File: src/hw/rtl/assert_macros.svh
// Assertion macros used by the top-level RTL file of the sentence framer.
`ifndef ASSERT_MACROS_SVH
`define ASSERT_MACROS_SVH

// Same-cycle implication, checked on the rising clock edge outside reset.
`define ASSERT_SAME(name, clk, rst, ante, cons, msg) \
  name: assert property (@(posedge clk) disable iff (rst) (ante) |-> (cons)) \
    else $error(msg);

// Next-cycle implication, checked on the rising clock edge outside reset.
`define ASSERT_NEXT(name, clk, rst, ante, cons, msg) \
  name: assert property (@(posedge clk) disable iff (rst) (ante) |=> (cons)) \
    else $error(msg);

`endif

File: src/hw/rtl/nsfc_pkg.sv
// Package with the character codes, limits, phase type and hex decoder of the framer.
package nsfc_pkg;

  // Character codes of the sentence delimiters.
  localparam logic [7:0] CH_DOLLAR  = 8'h24;
  localparam logic [7:0] CH_STAR    = 8'h2A;
  localparam logic [7:0] CH_NEWLINE = 8'h0A;

  // Longest sentence that is counted; longer ones saturate and are flagged.
  localparam int unsigned MAX_LEN   = 128;
  localparam logic [7:0]  MAX_COUNT = 8'(MAX_LEN);

  // Checksum phase: summing until the star, gathering hex digits, then done.
  typedef enum logic [2:0] {
    PH_SUM  = 3'b001,
    PH_HEX  = 3'b010,
    PH_DONE = 3'b100
  } phase_t;

  // Result of decoding one ASCII character as a hex digit.
  typedef struct packed {
    logic       ok;
    logic [3:0] value;
  } hex_digit_t;

  // Decodes 0-9, A-F and a-f; any other character gives ok low.
  function automatic hex_digit_t hex_decode(input logic [7:0] c);
    hex_digit_t r;
    r.ok    = 1'b0;
    r.value = 4'd0;
    if (c >= 8'h30 && c <= 8'h39) begin
      r.ok    = 1'b1;
      r.value = c[3:0];
    end else if ((c >= 8'h41 && c <= 8'h46) || (c >= 8'h61 && c <= 8'h66)) begin
      r.ok    = 1'b1;
      r.value = 4'(c[2:0] + 3'd1) + 4'd8;
    end
    return r;
  endfunction

endpackage

File: src/hw/rtl/nmea_sentence_framer_checker_unit.sv
// Top level of the NMEA sentence framer and checksum checker.
//
// The block takes one received byte per cycle and gives one result per byte
// inside a sentence (from the dollar through the newline); bytes outside a
// sentence are dropped and give no result. Each request is resolved in the
// cycle it is accepted and lands in a single output register, so a result
// appears in the cycle after its byte and a new byte is taken in every cycle.
// The input is stalled only while that output register holds a result that
// the downstream side is stalling. On the newline, is_last is high and the
// summary fields (length, computed and received checksums, match, star and
// overflow flags) are valid; on other bytes the summary fields read zero.
module nmea_sentence_framer_checker_unit (
  input  logic       clk,
  input  logic       rst,
  input  logic       in_valid,
  output logic       in_stall,
  input  logic [7:0] rx_byte,
  output logic       out_valid,
  input  logic       out_stall,
  output logic [7:0] sentence_byte,
  output logic       is_last,
  output logic [7:0] sentence_length,
  output logic       checksum_match,
  output logic [7:0] computed_sum,
  output logic [7:0] received_sum,
  output logic       star_found,
  output logic       length_overflow
);

  import nsfc_pkg::*;

  // Sentence state.
  logic       in_sentence, in_sentence_next;
  phase_t     check_phase, check_phase_next;
  logic [7:0] running_xor, running_xor_next;
  logic [7:0] hex_accum, hex_accum_next;
  logic       hex_overflow, hex_overflow_next;
  logic [7:0] byte_count, byte_count_next;
  logic       count_overflow, count_overflow_next;

  // Result produced by the current request.
  logic       emit;
  logic       last_next;
  logic [7:0] length_next;
  logic       match_next;
  logic [7:0] computed_next;
  logic [7:0] received_next;
  logic       star_next;
  logic       overflow_next;

  logic       in_accept;
  hex_digit_t digit;

  // A request is taken whenever the output register is free or being drained.
  assign in_stall  = out_valid && out_stall;
  assign in_accept = in_valid && !in_stall;
  assign digit     = hex_decode(rx_byte);

  // Next state and result for the incoming byte.
  always_comb begin
    in_sentence_next    = in_sentence;
    check_phase_next    = check_phase;
    running_xor_next    = running_xor;
    hex_accum_next      = hex_accum;
    hex_overflow_next   = hex_overflow;
    byte_count_next     = byte_count;
    count_overflow_next = count_overflow;
    emit          = 1'b0;
    last_next     = 1'b0;
    length_next   = 8'd0;
    match_next    = 1'b0;
    computed_next = 8'd0;
    received_next = 8'd0;
    star_next     = 1'b0;
    overflow_next = 1'b0;
    if (!in_sentence) begin
      if (rx_byte == CH_DOLLAR) begin
        emit                = 1'b1;
        in_sentence_next    = 1'b1;
        check_phase_next    = PH_SUM;
        running_xor_next    = 8'd0;
        hex_accum_next      = 8'd0;
        hex_overflow_next   = 1'b0;
        byte_count_next     = 8'd1;
        count_overflow_next = 1'b0;
      end
    end else begin
      emit = 1'b1;
      if (byte_count < MAX_COUNT) begin
        byte_count_next = byte_count + 8'd1;
      end else begin
        count_overflow_next = 1'b1;
      end
      if (rx_byte == CH_NEWLINE) begin
        // Close the sentence and report its summary.
        last_next     = 1'b1;
        length_next   = byte_count_next;
        star_next     = (check_phase != PH_SUM);
        match_next    = star_next && !hex_overflow && (hex_accum == running_xor);
        computed_next = running_xor;
        received_next = hex_accum;
        overflow_next = count_overflow_next;
        in_sentence_next    = 1'b0;
        check_phase_next    = PH_SUM;
        running_xor_next    = 8'd0;
        hex_accum_next      = 8'd0;
        hex_overflow_next   = 1'b0;
        byte_count_next     = 8'd0;
        count_overflow_next = 1'b0;
      end else begin
        unique case (check_phase)
          PH_SUM: begin
            if (rx_byte == CH_STAR) begin
              check_phase_next = PH_HEX;
            end else begin
              running_xor_next = running_xor ^ rx_byte;
            end
          end
          PH_HEX: begin
            if (digit.ok) begin
              if (hex_accum[7:4] != 4'd0) begin
                hex_overflow_next = 1'b1;
              end
              hex_accum_next = {hex_accum[3:0], digit.value};
            end else begin
              check_phase_next = PH_DONE;
            end
          end
          PH_DONE: begin
            check_phase_next = PH_DONE;
          end
          default: begin
            check_phase_next = PH_SUM;
          end
        endcase
      end
    end
  end

  // Sentence state registers.
  always_ff @(posedge clk) begin
    if (rst) begin
      in_sentence    <= 1'b0;
      check_phase    <= PH_SUM;
      running_xor    <= 8'd0;
      hex_accum      <= 8'd0;
      hex_overflow   <= 1'b0;
      byte_count     <= 8'd0;
      count_overflow <= 1'b0;
    end else if (in_accept) begin
      in_sentence    <= in_sentence_next;
      check_phase    <= check_phase_next;
      running_xor    <= running_xor_next;
      hex_accum      <= hex_accum_next;
      hex_overflow   <= hex_overflow_next;
      byte_count     <= byte_count_next;
      count_overflow <= count_overflow_next;
    end
  end

  // Output register valid flag.
  always_ff @(posedge clk) begin
    if (rst) begin
      out_valid <= 1'b0;
    end else if (in_accept) begin
      out_valid <= emit;
    end else if (!out_stall) begin
      out_valid <= 1'b0;
    end
  end

  // Output register payload.
  always_ff @(posedge clk) begin
    if (in_accept) begin
      sentence_byte   <= rx_byte;
      is_last         <= last_next;
      sentence_length <= length_next;
      checksum_match  <= match_next;
      computed_sum    <= computed_next;
      received_sum    <= received_next;
      star_found      <= star_next;
      length_overflow <= overflow_next;
    end
  end

`include "assert_macros.svh"

  // A closing result carries the newline byte.
  `ASSERT_SAME(a_last_is_newline, clk, rst, out_valid && is_last,
      sentence_byte == CH_NEWLINE, "is_last on a byte other than newline")

  // Length and the match, star and overflow flags stay zero on bytes that do not close a sentence.
  `ASSERT_SAME(a_summary_zero, clk, rst, out_valid && !is_last,
      sentence_length == 8'd0 && !checksum_match && !star_found && !length_overflow,
      "summary field set on a byte that is not last")

  // A match is only reported on a closing byte of a sentence with a star.
  `ASSERT_SAME(a_match_needs_star, clk, rst, out_valid && checksum_match,
      star_found && is_last, "checksum match without star or not last")

  // An accepted newline inside a sentence closes it.
  `ASSERT_NEXT(a_newline_closes, clk, rst,
      in_accept && in_sentence && rx_byte == CH_NEWLINE,
      !in_sentence && out_valid && is_last, "newline did not close the sentence")

endmodule
File: config.mk
export PLATFORM = sky130hd
export DESIGN_NAME = nmea_sentence_framer_checker_unit
export DESIGN_NICKNAME = d
export VERILOG_FILES = /design/src/hw/rtl/nsfc_pkg.sv /design/src/hw/rtl/nmea_sentence_framer_checker_unit.sv
export VERILOG_INCLUDE_DIRS = /design/src /design/src/hw/rtl
export SDC_FILE = /design/constraint.sdc
export NUM_CORES = 1
export LEC_CHECK = 0
export ABC_AREA = 1
export BUFFER_PORTS_ARGS = -buffer_cell sky130_fd_sc_hd__buf_2
export CAP_MARGIN = 20
export CORE_ASPECT_RATIO = 0.6
export CORE_MARGIN = 2
export CORE_UTILIZATION = 56
export CTS_CLUSTER_SIZE = 40
export DETAILED_ROUTE_END_ITERATION = 8
export HOLD_SLACK_MARGIN = 0.08
export PLACE_DENSITY = 0.78
export SYNTH_ARGS = -nofsm -noshare
export SYNTH_HDL_FRONTEND = slang
export SYNTH_SLANG_ARGS = --single-unit
File: constraint.sdc
create_clock -name clk -period 3.15 [get_ports clk]
set_clock_uncertainty 0.15 [all_clocks]
set_input_delay 0.63 -clock clk [delete_from_list [all_inputs] [get_ports clk]]
set_output_delay 0.63 -clock clk [all_outputs]
set_load 0.02 [all_outputs]
# --- After elaboration in Yosys (flattened, before gate mapping) ---
# Index checks and enable logic that the tools add are counted.
op_classes:
  add_sub_neg: 3
  n_lt_le_gt_ge: 7
  n_eq_ne: 16
  mux: 37
  bitwise_logic: 1
  reduce_logical: 18
op_table:
  columns: ["op", "n"]
  rows:
  - ["$mux 8", 13]
  - ["$eq 8x6->1 const B", 2]
  - ["$ge 8x7->1 const B", 2]
  - ["$le 8x7->1 const B", 2]
  - ["$mux 1", 16]
  - ["$mux 3", 5]
  - ["$ne 3x1->1 const B", 5]
  - ["$reduce_and 4->1", 3]
  - ["$mux 5", 2]
  - ["$pmux 3 s3", 1]
  - ["$add 8x1->8 const B", 1]
  - ["$eq 8x4->1 const B", 1]
  - ["$eq 8x8->1", 1]
  - ["$ge 8x6->1 const B", 1]
  - ["$le 8x6->1 const B", 1]
  - ["$lt 8x8->1 const B", 1]
  - ["$ne 4x4->1 const B", 2]
  - ["$xor 8x8->8", 1]
  - ["$logic_and 1x1->1", 7]
  - ["$reduce_and 5->1", 1]
  - ["$add 3x1->4 const B", 1]
  - ["$add 4x4->4 const B", 1]
  - ["$reduce_and 2->1", 2]
  - ["$reduce_bool 4->1", 1]
  - ["8 further kinds", 9]
totals:
  register_bits: 67
  in_bits: 12
  out_inout_bits: 38
  word_cells: 98

# --- Depth between registers and ports, before layout ---
logic_depth:
  word_depth: 9
  mapped_depth: 12
  mapped_depth_nobuf: 12

# --- Worst setup path after synthesis ---
# No wires, ideal clock.
synth_timing:
  path_type: "input port to flip-flop"
  from: "input port out_stall"
  to: "register check_phase[0]"
  setup_ns: 0.127
  arrival_ns: 2.276
  required_ns: 2.873
  setup_slack_ns: 0.597
  path_stages: 8
  n_path_buf: 0
  cell_sequence: "nand2_1 nand2_1 inv_1 nand2_4 nor2_1 nand2_1 nand3_1 nand3_1"
synth_between:
  elab_chain_len: 4
synth_lines:
  columns: ["item", "line_no", "rtl"]
  rows:
  - ["start, declared", "nmea_sentence_framer_checker_unit.sv:19", "input logic out_stall,"]
  - ["$logic_and 1x1->1", "nmea_sentence_framer_checker_unit.sv:55", "assign in_stall = out_valid && out_stall;"]
  - ["$logic_not 1->1", "nmea_sentence_framer_checker_unit.sv:56", "assign in_accept = in_valid && !in_stall;"]
  - ["$logic_and 1x1->1", "nmea_sentence_framer_checker_unit.sv:56", null]
  - ["net in_accept", "nmea_sentence_framer_checker_unit.sv:51", "logic in_accept;"]
  - ["$reduce_and 4->1 (no source line)", null, null]
  - ["end signal, assigned", "nmea_sentence_framer_checker_unit.sv:152", "check_phase <= check_phase_next;"]
  - ["end, declared", "nmea_sentence_framer_checker_unit.sv:34", "phase_t check_phase, check_phase_next;"]
# The timed path passes the listed nets, and every way through them passes these cells.
# A chain may end at the register's enable or synchronous reset.

# --- Worst setup path in the final report ---
layout_timing:
  from: "input port out_stall"
  to: "register hex_accum[7]"
layout_between:
  elab_chain_len: 4
layout_lines:
  columns: ["item", "line_no", "rtl"]
  rows:
  - ["$logic_and 1x1->1", "nmea_sentence_framer_checker_unit.sv:55", null]
  - ["$logic_not 1->1", "nmea_sentence_framer_checker_unit.sv:56", null]
  - ["$logic_and 1x1->1", "nmea_sentence_framer_checker_unit.sv:56", null]
  - ["net in_accept", "nmea_sentence_framer_checker_unit.sv:51", null]
  - ["$reduce_and 4->1 (no source line)", null, null]
  - ["end signal, assigned", "nmea_sentence_framer_checker_unit.sv:154", "hex_accum <= hex_accum_next;"]
  - ["end, declared", "nmea_sentence_framer_checker_unit.sv:36", "logic [7:0] hex_accum, hex_accum_next;"]
# The timed path passes the listed nets, and every way through them passes these cells.

==> results_dict.tcl <==
set metrics [dict create \
    core-area_sq_um 5600 \
    htree_levels 3 \
    fin_cells 500 \
    die_w_um 102 \
    finalPower_mw 1.77 \
    synth.top_cell.area_share 0.332 \
    wl_per_cell_um 14.2 \
    post_cts_buffers 0 \
    drc 0 \
    row_count 21 \
    maxCapViolCount 0 \
    path_clk_slew_ns 0.08 \
    critical_path_required_ns 3.25 \
    cts_resized 0 \
    final_layout_size_suffix_gt1_frac 0.229 \
    tns_ns 0 \
    drt-initial-drc-count 226 \
    max-vdd-ir-drop_v 0.000236 \
    final_cell_mix "69 x nand2_1, 49 x buf_2, 46 x inv_1, 46 x nor2_1, 36 x edfxtp_1" \
    first_pass_iters 5 \
    dp_cells 484 \
    final_hold_viol_count 0 \
    fillCellCount 460 \
    syn-num-nets 379 \
    slew_violations 0 \
    async_reset_ff_frac 0 \
    p_leak_nw 1.50 \
    setup_ws_ns 1.04 \
    drt-total-wl_um 7100 \
    postCtsHoldBufs 0 \
    die_h_um 63.0 \
    crit_fanout 14 \
    area_delta_synth_final_pct 15.4 \
    tightest_slew_ns 0.588 \
    clockBufferDepth 2 \
    fin_nets 433 \
    gp_congestion 0.862 \
    synth_area_sq_um 3250 \
    post_drt_via_cell_ratio 5.22 \
    setup_viol 0 \
    grt_pass1_vias 2312 \
    end_kind "flop" \
    finalCritPeriodShare 0.670 \
    synth.ff_latch_count 67 \
    dp_slack_ns 0.698 \
    arrival_ns 2.21 \
    start_util 0.581 \
    cts_root_buf "clkbuf_8" \
    outcome "completed" \
    slew_headroom 0.608 \
    clk_latency_ns 0.35 \
    grt_pass1_wl_um 11500 \
    antenna_found_initial 0 \
    ys.flop_type "edfxtp_1" \
    synth.area.top_cells "edfxtp_1 33%, dfxtp_1 19%, nand2_1 8.0%" \
    final_util 0.671 \
    vias 2608 \
    cts-buffers-inserted 9 \
    cp-start-kind "input port" \
    tritoncts "yes" \
    postRouteAntennaNets 0 \
    mostFrequentLayoutCell "nand2_1" \
    cts.sinks 67 \
    grt-ovfl-total 0 \
    period_needed_ns 2.11 \
    p_per_area_nw_per_um2 473 \
    max_freq_ghz 0.474 \
    synth.avg_cell_area_sq_um 9.01 \
    synth-warning-count 0 \
    hp-class "flop to flop" \
    syn_inst 361 \
    synth_top_cell_by_area "edfxtp_1" \
    dieArea_sq_um 6450 \
    rsz0062_at_grt "no" \
    grt_max_degree 28 \
    port_buffers 49 \
    synth-seq-area-share 0.523 \
    ys_types 38 \
    crit_type "input port to flop" \
    hpwl_um 5190 \
    diodes 0 \
    track_usage 0.242 \
    ios 50 \
    synth_edf_count 36 \
]
==> state kept, by name, indices dropped and copies added (netlist names) <==
signal	cells
byte_count	8
computed_sum	8
hex_accum	8
received_sum	8
running_xor	8
sentence_byte	8
sentence_length	8
check_phase	3
checksum_match	1
count_overflow	1
hex_overflow	1
in_sentence	1
is_last	1
length_overflow	1
out_valid	1
star_found	1
==> stage by stage <==
stage / hold WS [ns] / area (sq um)
5_1_grt: 0.362 / 3750
3_3_place_gp: 0.294 / 3550
3_5_place_dp: 0.309 / 3550
2_1_floorplan: 0.278 / 3250
4_1_cts: 0.320 / 3750
6_report: 0.328 / 3750
==> where the power goes <==
part	switching, mW	internal [mW]
clock	0.351	0.370
sequential	0.00479	0.937
combinational	0.0799	0.0320
==> cells by family after synthesis <==
group	share of synthesized area
buffers and inverters	0.0758
AND/OR/NAND/NOR	0.253
flip-flops	0.523
AO/OA/AOI/OAI	0.0900
XOR/XNOR	0.0350
adder cells (fa/ha/maj)	0.0231
==> synth_stat cells (all sizes together) (2+ instances only) <==
cell type and count:
nor3 9, nand3 21, clkbuf 2, o22ai 4
xnor2 7, xor2 6, nand4 3, ha 6
nand2 80, a21oi 27, inv 51, nand3b 3
buf 5, nor2 53, o21ai 11, edfxtp 36
dfxtp 31
==> per-layer routing <==
metal | GRT usage | share of wire | up-vias | wire length (um)
met3 | 0.0906 | 0.10 | 15 | 739
met1 | 0.346 | 0.45 | 1189 | 3220
li1 | - | - | 1280 | -
met2 | 0.335 | 0.43 | 124 | 3030
met5 | 0 | 0 | - | 0
met4 | 0.0883 | 0.015 | 0 | 108
==> final timing paths <==
path                  start              to  slack (ns)  cells past startpoint
min          count_overflow  count_overflow        0.33                      2
max               out_stall    hex_accum[7]        1.04                      9
min reg2reg  count_overflow  count_overflow        0.33                      2
max reg2reg       out_valid    hex_accum[7]        1.10                      8
==> layout make-up <==
type / instances / area [sq um] / area share
multi-input combinational: 236 / 1310 / 0.348
sequential: 67 / 1700 / 0.453
inverter: 51 / 194 / 0.0516
tap: 80 / 100 / 0.0267
clock buffer: 9 / 124 / 0.0330
clock inverter: 7 / 77.6 / 0.0207
timing repair buffer: 50 / 253 / 0.0673
==> worst max-delay path: stages <==
cell,delay (ns)
buf_2,0.09
nand2_1,0.09
nand2_1,0.16
inv_1,0.44
nand2_4,0.23
nor2_1,0.32
nand2_1,0.11
nand2_1,0.09
a21oi_1,0.04
No activity file was read; power rests on OpenSTA's default activity.
